**config.mk**
```make
export PLATFORM = sky130hd
export DESIGN_NAME = serial_loaded_bank_mapper
export DESIGN_NICKNAME = d
export VERILOG_FILES = /design/src/hdl/smb_pkg.sv /design/src/hdl/smb_loader.sv /design/src/hdl/smb_xlate.sv /design/src/hdl/serial_loaded_bank_mapper.sv
export SDC_FILE = /design/constraint.sdc
export NUM_CORES = 1
export LEC_CHECK = 0
export BUFFER_PORTS_ARGS = -buffer_cell sky130_fd_sc_hd__buf_4
export CORE_UTILIZATION = 54
export CTS_BUF_LIST = sky130_fd_sc_hd__clkbuf_2
export DETAILED_ROUTE_END_ITERATION = 16
export MAX_ROUTING_LAYER = met4
export PLACE_DENSITY = 0.93
export SYNTH_ARGS = -nofsm -noshare
export SYNTH_HDL_FRONTEND = slang
export SYNTH_SLANG_ARGS = --single-unit
```
**constraint.sdc**
```tcl
create_clock -name clk -period 2.5 [get_ports clk]
set_input_delay 0.25 -clock clk [delete_from_list [all_inputs] [get_ports clk]]
set_output_delay 0.25 -clock clk [all_outputs]
set_load 0.02 [all_outputs]
```
**src/hdl/smb_pkg.sv**
```systemverilog
package smb_pkg;

  // Access kinds carried in the input tuser.
  localparam logic [1:0] KIND_CPU_RD = 2'd0;
  localparam logic [1:0] KIND_CPU_WR = 2'd1;
  localparam logic [1:0] KIND_PPU_RD = 2'd2;
  localparam logic [1:0] KIND_PPU_WR = 2'd3;

  // Target memory codes carried in the output tuser.
  localparam logic [1:0] TGT_NONE    = 2'd0;
  localparam logic [1:0] TGT_PRG_ROM = 2'd1;
  localparam logic [1:0] TGT_PRG_RAM = 2'd2;
  localparam logic [1:0] TGT_CHR     = 2'd3;

  // Configuration register indexes (byte address / 4).
  localparam logic [1:0] REG_PRG_ROM_BANKS    = 2'd0;
  localparam logic [1:0] REG_CHR_ADDRESS_MASK = 2'd1;
  localparam logic [1:0] REG_PRG_RAM_PRESENT  = 2'd2;

  // Serial register select, address bits 14:13.
  localparam logic [1:0] SEL_CONTROL  = 2'd0;
  localparam logic [1:0] SEL_CHR_LOW  = 2'd1;
  localparam logic [1:0] SEL_CHR_HIGH = 2'd2;
  localparam logic [1:0] SEL_PRG      = 2'd3;

  localparam int PrgRamBytes = 8192;
  localparam int PrgRamAw    = $clog2(PrgRamBytes);

  localparam int CfgAw   = 4;
  localparam int MapAw   = 18;
  localparam int ChrAw   = 17;
  localparam int InDw    = 24;
  localparam int OutDw   = 32;

  localparam logic [4:0]  CTRL_RESET      = 5'b11111;
  localparam logic [4:0]  BANKS_RESET     = 5'd16;
  localparam logic [16:0] CHR_MASK_RESET  = 17'd8191;

  typedef struct packed {
    logic [4:0] ctrl;
    logic [4:0] chr_lo;
    logic [4:0] chr_hi;
    logic [4:0] prg;
  } bank_regs_t;

  typedef struct packed {
    logic        strobe;
    logic [1:0]  sel;
    logic [7:0]  data;
  } load_req_t;

  typedef struct packed {
    logic [1:0]       target;
    logic [MapAw-1:0] addr;
    logic             we;
    logic [7:0]       wdata;
  } map_res_t;

endpackage

```
**src/hdl/smb_loader.sv**
```systemverilog
module smb_loader (
  input  logic                  clk,
  input  logic                  rst_n,
  input  smb_pkg::load_req_t    req,
  output smb_pkg::bank_regs_t   regs,
  output logic [4:0]            ctrl_nxt
);
  import smb_pkg::*;

  logic [4:0]  shift_r, shift_nxt;
  logic [2:0]  count_r, count_nxt;
  bank_regs_t  regs_r, regs_nxt;
  logic [4:0]  shifted;
  logic [2:0]  count_inc;

  assign shifted   = {req.data[0], shift_r[4:1]};
  assign count_inc = count_r + 3'd1;

  always_comb begin
    shift_nxt = shift_r;
    count_nxt = count_r;
    regs_nxt  = regs_r;
    if (req.strobe) begin
      if (req.data[7]) begin
        // Load reset: restart the sequence and force program mode 3.
        shift_nxt     = '0;
        count_nxt     = '0;
        regs_nxt.ctrl = regs_r.ctrl | 5'b01100;
      end else if (count_inc >= 3'd5) begin
        shift_nxt = '0;
        count_nxt = '0;
        unique case (req.sel)
          SEL_CONTROL:  regs_nxt.ctrl   = shifted;
          SEL_CHR_LOW:  regs_nxt.chr_lo = shifted;
          SEL_CHR_HIGH: regs_nxt.chr_hi = shifted;
          SEL_PRG:      regs_nxt.prg    = shifted;
          default:      regs_nxt.prg    = shifted;
        endcase
      end else begin
        shift_nxt = shifted;
        count_nxt = count_inc;
      end
    end
  end

  always_ff @(posedge clk) begin
    if (!rst_n) begin
      shift_r       <= '0;
      count_r       <= '0;
      regs_r.ctrl   <= CTRL_RESET;
      regs_r.chr_lo <= '0;
      regs_r.chr_hi <= '0;
      regs_r.prg    <= '0;
    end else begin
      shift_r <= shift_nxt;
      count_r <= count_nxt;
      regs_r  <= regs_nxt;
    end
  end

  assign regs     = regs_r;
  assign ctrl_nxt = regs_nxt.ctrl;

endmodule

```
**src/hdl/smb_xlate.sv**
```systemverilog
module smb_xlate (
  input  logic                          valid,
  input  logic [1:0]                    kind,
  input  logic [15:0]                   address,
  input  logic [7:0]                    data,
  input  smb_pkg::bank_regs_t           regs,
  input  logic [4:0]                    prg_rom_banks,
  input  logic [smb_pkg::ChrAw-1:0]     chr_mask,
  input  logic                          prg_ram_present,
  output smb_pkg::load_req_t            load,
  output smb_pkg::map_res_t             res
);
  import smb_pkg::*;

  logic                  is_cpu, is_wr;
  logic                  in_ram, in_rom;
  logic [1:0]            mode;
  logic [3:0]            bank, last;
  logic [13:0]           off;
  logic [MapAw-1:0]      rom_addr;
  logic [ChrAw-1:0]      chr_raw;

  assign is_cpu = (kind == KIND_CPU_RD) || (kind == KIND_CPU_WR);
  assign is_wr  = (kind == KIND_CPU_WR) || (kind == KIND_PPU_WR);
  assign in_ram = (address[15:13] == 3'b011) && prg_ram_present;
  assign in_rom = address[15];

  assign mode = regs.ctrl[3:2];
  assign bank = regs.prg[3:0];
  assign off  = address[13:0];

  // Bank count clamps to 1..16 before the last bank is taken.
  always_comb begin
    if (prg_rom_banks == 5'd0) begin
      last = 4'd0;
    end else if (prg_rom_banks > 5'd16) begin
      last = 4'd15;
    end else begin
      last = 4'(prg_rom_banks - 5'd1);
    end
  end

  always_comb begin
    case (mode)
      2'd2:    rom_addr = address[14] ? {bank, off} : {4'd0, off};
      2'd3:    rom_addr = address[14] ? {last, off} : {bank, off};
      default: rom_addr = {bank[3:1], address[14:0]};
    endcase
  end

  assign chr_raw = regs.ctrl[4]
                 ? (address[12] ? {regs.chr_hi, address[11:0]}
                                : {regs.chr_lo, address[11:0]})
                 : {regs.chr_lo[4:1], address[12:0]};

  always_comb begin
    res         = '0;
    load.strobe = 1'b0;
    load.sel    = address[14:13];
    load.data   = data;
    if (is_cpu) begin
      if (in_ram) begin
        res.target = TGT_PRG_RAM;
        res.addr   = MapAw'(address[PrgRamAw-1:0]);
        res.we     = is_wr;
      end else if (in_rom) begin
        if (is_wr) begin
          load.strobe = valid;
        end else begin
          res.target = TGT_PRG_ROM;
          res.addr   = rom_addr;
        end
      end
    end else if (address[15:13] == 3'b000) begin
      res.target = TGT_CHR;
      res.addr   = MapAw'(chr_raw & chr_mask);
      res.we     = is_wr;
    end
    res.wdata = res.we ? data : 8'd0;
  end

endmodule

```
**src/hdl/serial_loaded_bank_mapper.sv**
```systemverilog
// Channel  Direction  tdata                                     tuser
// in       slave      address[15:0], data[23:16]                kind[1:0]
// out      master     mapped_address[17:0], write_enable[18],   target[1:0]
//                     write_data[26:19], mirror_mode[28:27]
// cfg      APB slave  prg_rom_banks 0x0, chr_address_mask 0x4, prg_ram_present 0x8
//
// One item per cycle unless the output stalls: an item is held in the input register,
// is translated and loads the output register, which drives out_tvalid.
// The serial load registers update as an item leaves the input register.
// Reset is synchronous and leaves control at 31 and the configuration at its defaults.
// A stalled output holds both stages; in_tready drops when both are full and
// out_tready is low.
module serial_loaded_bank_mapper (
  input  logic                          clk,
  input  logic                          rst_n,
  input  logic                          in_tvalid,
  output logic                          in_tready,
  input  logic [smb_pkg::InDw-1:0]      in_tdata,   // address[15:0], data[23:16]
  input  logic [1:0]                    in_tuser,   // kind[1:0]
  output logic                          out_tvalid,
  input  logic                          out_tready,
  output logic [smb_pkg::OutDw-1:0]     out_tdata,  // mapped_address, write_enable,
                                                    // write_data, mirror_mode, zero pad
  output logic [1:0]                    out_tuser,  // target[1:0]
  input  logic                          cfg_psel,
  input  logic                          cfg_penable,
  input  logic                          cfg_pwrite,
  input  logic [smb_pkg::CfgAw-1:0]     cfg_paddr,
  input  logic [31:0]                   cfg_pwdata,
  output logic [31:0]                   cfg_prdata,
  output logic                          cfg_pready
);
  import smb_pkg::*;

  logic              s1_valid_r, s1_valid_nxt;
  logic [1:0]        s1_kind_r;
  logic [15:0]       s1_addr_r;
  logic [7:0]        s1_data_r;
  logic              out_valid_r, out_valid_nxt;
  map_res_t          out_res_r;
  logic [1:0]        out_mirror_r;

  logic [4:0]        banks_r;
  logic [ChrAw-1:0]  chr_mask_r;
  logic              ram_present_r;

  logic              out_free, s1_move, in_fire, cfg_wr;
  bank_regs_t        regs;
  logic [4:0]        ctrl_nxt;
  load_req_t         load;
  map_res_t          res;

  assign out_free  = !out_valid_r || out_tready;
  assign s1_move   = s1_valid_r && out_free;
  assign in_tready = !s1_valid_r || out_free;
  assign in_fire   = in_tvalid && in_tready;

  smb_xlate u_xlate (
    .valid           (s1_move),
    .kind            (s1_kind_r),
    .address         (s1_addr_r),
    .data            (s1_data_r),
    .regs            (regs),
    .prg_rom_banks   (banks_r),
    .chr_mask        (chr_mask_r),
    .prg_ram_present (ram_present_r),
    .load            (load),
    .res             (res)
  );

  smb_loader u_loader (
    .clk      (clk),
    .rst_n    (rst_n),
    .req      (load),
    .regs     (regs),
    .ctrl_nxt (ctrl_nxt)
  );

  assign s1_valid_nxt  = in_fire || (s1_valid_r && !out_free);
  assign out_valid_nxt = s1_move || (out_valid_r && !out_tready);

  always_ff @(posedge clk) begin
    if (!rst_n) begin
      s1_valid_r  <= 1'b0;
      out_valid_r <= 1'b0;
    end else begin
      s1_valid_r  <= s1_valid_nxt;
      out_valid_r <= out_valid_nxt;
    end
  end

  always_ff @(posedge clk) begin
    if (in_fire) begin
      s1_kind_r <= in_tuser;
      s1_addr_r <= in_tdata[15:0];
      s1_data_r <= in_tdata[23:16];
    end
    if (s1_move) begin
      out_res_r    <= res;
      out_mirror_r <= ctrl_nxt[1:0];
    end
  end

  assign out_tvalid = out_valid_r;
  assign out_tuser  = out_res_r.target;
  assign out_tdata  = {3'd0, out_mirror_r, out_res_r.wdata, out_res_r.we, out_res_r.addr};

  // Configuration registers.
  assign cfg_pready = 1'b1;
  assign cfg_wr     = cfg_psel && cfg_penable && cfg_pwrite && cfg_pready;

  always_ff @(posedge clk) begin
    if (!rst_n) begin
      banks_r       <= BANKS_RESET;
      chr_mask_r    <= CHR_MASK_RESET;
      ram_present_r <= 1'b1;
    end else if (cfg_wr) begin
      unique case (cfg_paddr[3:2])
        REG_PRG_ROM_BANKS:    banks_r       <= cfg_pwdata[4:0];
        REG_CHR_ADDRESS_MASK: chr_mask_r    <= cfg_pwdata[ChrAw-1:0];
        REG_PRG_RAM_PRESENT:  ram_present_r <= cfg_pwdata[0];
        default: ;
      endcase
    end
  end

  always_comb begin
    unique case (cfg_paddr[3:2])
      REG_PRG_ROM_BANKS:    cfg_prdata = {27'd0, banks_r};
      REG_CHR_ADDRESS_MASK: cfg_prdata = {15'd0, chr_mask_r};
      REG_PRG_RAM_PRESENT:  cfg_prdata = {31'd0, ram_present_r};
      default:              cfg_prdata = 32'd0;
    endcase
  end

endmodule
```
# After elaboration in Yosys (flattened, before gate mapping)
# Index checks and enable logic that the tools add are counted.
[classes] n_addsub=2 mul=0 n_div=0 order_cmp=2 n_eq_ne=10 shifts=0 muxes=30 n_bitwise=2 n_reduce_logical=32
[op_table] cell="17-bit two-way mux" n=3
[op_table] cell="17-bit case mux with 3 select lines" n=1
[op_table] cell="21-bit two-way mux" n=2
[op_table] cell="20-bit two-way mux" n=2
[op_table] cell="19-bit two-way mux" n=2
[op_table] cell="18-bit two-way mux" n=2
[op_table] cell="18-bit case mux with 2 select lines" n=1
[op_table] cell="5-bit two-way mux" n=5
[op_table] cell="17-bit bitwise AND" n=1
[op_table] cell="4-bit two-way mux" n=4
[op_table] cell="4-bit AND reduction" n=4
[op_table] cell="15-bit two-way mux" n=1
[op_table] cell="2-bit == test (second input constant)" n=6
[op_table] cell="1-bit logical AND" n=7
[op_table] cell="2-bit by 1-bit == test with 1-bit output (second input constant)" n=3
[op_table] cell="2-bit logical NOT" n=3
[op_table] cell="1-bit logical OR" n=6
[op_table] cell="3-bit two-way mux" n=2
[op_table] cell="2-bit AND reduction" n=3
[op_table] cell="5-bit > comparator (second input constant)" n=1
[op_table] cell="5-bit logical NOT" n=1
[op_table] cell="1-bit two-way mux" n=5
[op_table] cell="1-bit logical NOT" n=4
[op_table] cell="2-bit nonzero test" n=2
[op_table] cell="other kinds (7)" n=7
[word_totals] reg_bits=110 latchBits=0 ramBits=0 rom_bits=0 word_cells=99 memories=0

# Longest topological paths before layout
[logic_depth] ltp_word=9 ltp_mapped=6 mapped_depth_nobuf=6

# By module
# From an unflattened synthesis, not the netlist that was laid out.
[hier_totals] hier_cells=452 area_unflattened_um2=5034.8
[modules_own_cells] module="serial_loaded_bank_mapper" instances=1 cells_per_inst=219 area_each_um2=3141.8 seq_area_each_um2=2212.1
[modules_own_cells] module="smb_loader" instances=1 cells_per_inst=126 area_each_um2=1207.4 seq_area_each_um2=540.5
[modules_own_cells] module="smb_xlate" instances=1 cells_per_inst=107 area_each_um2=685.7 seq_area_each_um2=0.0

# Worst setup path before layout
# No wires, ideal clock.
[synth_timing] kind="register to register" startpoint="reg u_loader.count_r[0]" endpoint="reg out_mirror_r[0], data pin" arrival_time_ns=1.716 required_ns=2.240 path_slack_ns=0.524 path_stages_with_launch=7 path_buffers=0 period_less_slack_ns=1.976 path_cell_list="dfxtp_1 -> inv_1 -> ha_1 -> or3b_2 -> nand2_2 -> nor4_4 -> mux2_2"
[synth_between] elab_chain_cells=5
[synth_rtl] item="from (decl)" line="smb_loader.sv:11" source="logic [2:0] count_r, count_nxt;"
[synth_rtl] item="from (signal assigned)" line="smb_loader.sv:56" source="count_r <= count_nxt;"
[synth_rtl] item="3-bit by 1-bit adder with 3-bit output" line="smb_loader.sv:17" source="assign count_inc = count_r + 3'd1;"
[synth_rtl] item="3-bit greater-or-equal comparator" line="smb_loader.sv:29" source="end else if (count_inc >= 3'd5) begin"
[synth_rtl] item="19-bit two-way mux" line="smb_loader.sv:29"
[synth_rtl] item="4-bit two-way mux" line="smb_loader.sv:24" source="if (req.data[7]) begin"
[synth_rtl] item="17-bit two-way mux" line="smb_loader.sv:23" source="if (req.strobe) begin"
[synth_rtl] item="named net ctrl_nxt[0]" line="serial_loaded_bank_mapper.sv:49" source="logic [4:0] ctrl_nxt;"
[synth_rtl] item="to (signal assigned)" line="serial_loaded_bank_mapper.sv:100" source="out_mirror_r <= ctrl_nxt[1:0];"
[synth_rtl] item="to (decl)" line="serial_loaded_bank_mapper.sv:41" source="logic [1:0] out_mirror_r;"
# The timed path passes the listed nets, and every way through them passes these cells. The select of a mux whose other input is x is not followed.
# A chain may end at the register's enable or synchronous reset.

# Worst setup path after layout
[layout_timing] startpoint="reg s1_kind_r[1]" endpoint="reg out_mirror_r[0], data pin"
[layout_between] elab_chain_cells=7
[layout_rtl] item="from (decl)" line="serial_loaded_bank_mapper.sv:36" source="logic [1:0] s1_kind_r;"
[layout_rtl] item="from (signal assigned)" line="serial_loaded_bank_mapper.sv:94" source="s1_kind_r <= in_tuser;"
[layout_rtl] item="2-bit by 1-bit == test with 1-bit output or 2-bit == test (tied branches)" line="smb_xlate.sv:23, smb_xlate.sv:24"
[layout_rtl] item="1-bit logical OR" line="smb_xlate.sv:24" source="assign is_wr = (kind == KIND_CPU_WR) || (kind == KIND_PPU_WR);"
[layout_rtl] item="1-bit two-way mux" line="smb_xlate.sv:67" source="if (is_wr) begin"
[layout_rtl] item="1-bit two-way mux" line="smb_xlate.sv:66" source="end else if (in_rom) begin"
[layout_rtl] item="1-bit two-way mux" line="smb_xlate.sv:62" source="if (in_ram) begin"
[layout_rtl] item="1-bit two-way mux *" line="smb_xlate.sv:61" source="if (is_cpu) begin"
[layout_rtl] item="17-bit two-way mux *" line="smb_loader.sv:23"
[layout_rtl] item="named net ctrl_nxt[0]" line="serial_loaded_bank_mapper.sv:49"
# Mark *: on every way through the listed nets, which the timed path passes. The rest lies on a longest branch.

==> out/summary.txt <==
Status - completed
GRT Total Usage - 27.1%
Setup TNS - 0 ps
Clock Sinks - 108
CP Max Fanout - 12
Die Ht - 95.7 um
Initial antenna violation count - 0
Initial Utilization - 56.9%
Register area share after synthesis - 57.6%
Tmin final - 2210 ps
Post-DRT Antenna Nets - 0
Num CTS Buffers - 9
Antenna diodes - 0
Syn Inst Count - 426
Cell Pwr Density - 510 nW/um^2
Type of the most critical hold path - in -> reg
Clock Skews - 39.6 ps
Logic pwr share - 13.0%
Clock Latency Late Sink - 610 ps
VDD IR max - 0.000374 V
Ys flop type - edfxtp_1
Leak - 2.41 nW
RSZ-0062 raised after global routing - no
Commonest non-fill, non-tap cell in the layout - buf_4
Post-route clock period utilization - 88.4%
Tightest Pin Transition - 609 ps
Global-route wire length before repair - 17.7 mm
Synth area leader - edfxtp_1
Critical Path RT - 2880 ps
CTS tree - built
Final hold vios - 0
Relative slew slack - 59.2%
Commonest non-fill, non-tap cells in the layout - buf_4 (107), nand2_1 (76), edfxtp_1 (57)
R2r endpoint - out_mirror_r[0]
Pwr Total - 3.09 mW
End point of the worst hold path - ram_present_r
Port Buffers - 101
GRT met1 Usage - 30.0%
HPWL Detailed - 7.38 mm
FMAX - 452 MHz
Placer congestion estimate - 0.817
Reg2reg start - s1_kind_r[1]
Vias post-DR - 3716
CTS max path bufs - 2
Drt total wl - 11.8 mm
Top Ports - 138
Number of synthesized flops with an enable pin - 57
Cell Int Power - 2.25 mW
DR pass1 iterations - 5
Max-cap violation count - 0
Final net count - 639
Reg power frac - 63.6%
Seq cells post-synth - 108
Critical Path AT - 2590 ps
Switching power total - 0.840 mW
Final setup viols - 0
Die area - 9160 um^2
Crit start category - register
Share of layout cells above drive strength 1 - 24.8%
Site row count - 33
Grt peak-use layer - met2
Synth cell types - 54
Sw frac - 27.2%
H-tree levels - 3
Area Growth Syn to Fin - 27.8%
Clk pin slew, worst setup/hold paths - 300 ps
Clock network fraction of design power - 23.4%
Congestion Overflow GR - 0
M2 GR Usage - 47.9%
Crit. End Element - register
WL/cell - 17.4 um
R2R Setup Slk - 290 ps
Share of the synthesized area in the top cell type - 36.1%
Hold path start - rst_n
Ys Warns - 0
Worst Reg-to-Reg Cells - 4
FFs w/ async S/R, synth - 0%
M3 GR Usage - 5.77%
Chip width - 95.7 um
Hold depth - 2
Max Slew Vio Count - 0
Kind of critical path - reg -> reg
Setup bufs post-CTS - 0
Mean Syn Cell Area - 11.1 um^2
Drt drc - 0
Initial DRC count - 250
Area of the core - 8340 um^2
Vias in the first global route - 3706
Root buf cell - clkbuf_2
Synth top area cells - edfxtp_1 (36%), dfxtp_1 (22%), mux2i_1 (6.1%)
Vias per inst - 5.49
Mapped cell area - 4740 um^2
Largest net degree at the start of global routing - 55
-- stage by stage --
step	hold slack, ps	utilization [%]	area [um^2]	std cells	setup WS, ps
after global routing	48.1	72.7	6060	677	148
final	37.4	72.7	6060	677	290
after global placement	428	66.1	5510	616	421
after CTS	34.4	72.7	6060	677	269
after floorplan	349	-	4810	443	524
after detailed placement	429	66.1	5510	616	302
-- registers in the layout, summed over array words and instances (netlist names), 3 cells and up --
| name | flops |
|---|---|
| u_loader.regs | 19 |
| s1_addr_r | 16 |
| banks_r | 5 |
| u_loader.count_r | 3 |
| s1_data_r | 8 |
| out_tdata | 27 |
| u_loader.shift_r | 4 |
| chr_mask_r | 17 |
-- synthesized netlist by cell type, drive strengths merged (2+ instances only) --
master / count
and2b: 2
nor3b: 2
o21ai: 11
o22ai: 4
nor4: 5
ha: 3
nor2: 8
clkbuf: 17
nand2b: 5
conb: 2
edfxtp: 57
and2: 16
inv: 8
and3: 9
mux2i: 29
mux2: 6
dfxtp: 51
or3b: 3
a21boi: 20
nand3: 21
o31a: 2
buf: 22
o31ai: 2
nor2b: 14
nor3: 3
nand2: 77
a21oi: 7
nand4: 4
-- metal layers --
layer	wire length, um	vias up
li1	-	1743
met1	4460	1752
met2	6140	189
met3	846	32
met4	301	0
met5	0	-
-- worst max-delay path: stages, from the launching register on --
cell and delay [ps]:
edfxtp_1 500, and2b_4 310, nand4_4 250, nor4_4 550
mux2_2 400
-- cells by family (layout without fill, tap and decap cells) --
group	after synthesis	count (layout)	synth area share [%]
flip-flops	108	108	57.6
XOR/XNOR	2	2	0.369
buffers and inverters	47	176	5.43
adder cells (fa/ha/maj)	4	4	1.00
multiplexers	35	35	7.54
other	2	19	0.158
AO/OA/AOI/OAI	51	51	7.15
AND/OR/NAND/NOR	177	177	20.7
-- power by group through the flow --
stage	Sequential (mW)	Combinational [mW]	Clock (mW)
global placement	2.00	0.324	0
finish	1.97	0.402	0.724
global route	1.97	0.428	0.779
floorplan	2.01	0.184	0
detailed placement	2.00	0.335	0
CTS	1.96	0.393	0.719
-- worst max path at each step --
stage | depth (start not counted) | from | endpoint | slack (ps)
final | 4 | s1_kind_r[1] | out_mirror_r[0] | 290
after CTS | 4 | s1_kind_r[1] | out_mirror_r[0] | 270
after floorplan | 6 | u_loader.count_r[0] | out_mirror_r[0] | 520
after global placement | 4 | s1_kind_r[1] | out_mirror_r[0] | 420
after detailed placement | 4 | s1_kind_r[1] | out_mirror_r[1] | 300
after global routing | 5 | u_loader.count_r[0] | out_mirror_r[0] | 150
-- timing repair --
item                      in CTS  in global routing
hold buffers                  45                  0
resized for setup              0                  0
hold endpoints to repair      51                  0
-- final cells by class --
cell class                 instances  area (um^2)
sequential                       108         2730
fill                             531         2280
multi-input combinational        288         1820
timing repair buffer             152         1250
tap                              105          131
clock inverter                     7         52.6
clock buffer                       9         45.0
inverter                           8         30.0
(Power assumes the default switching activity.)
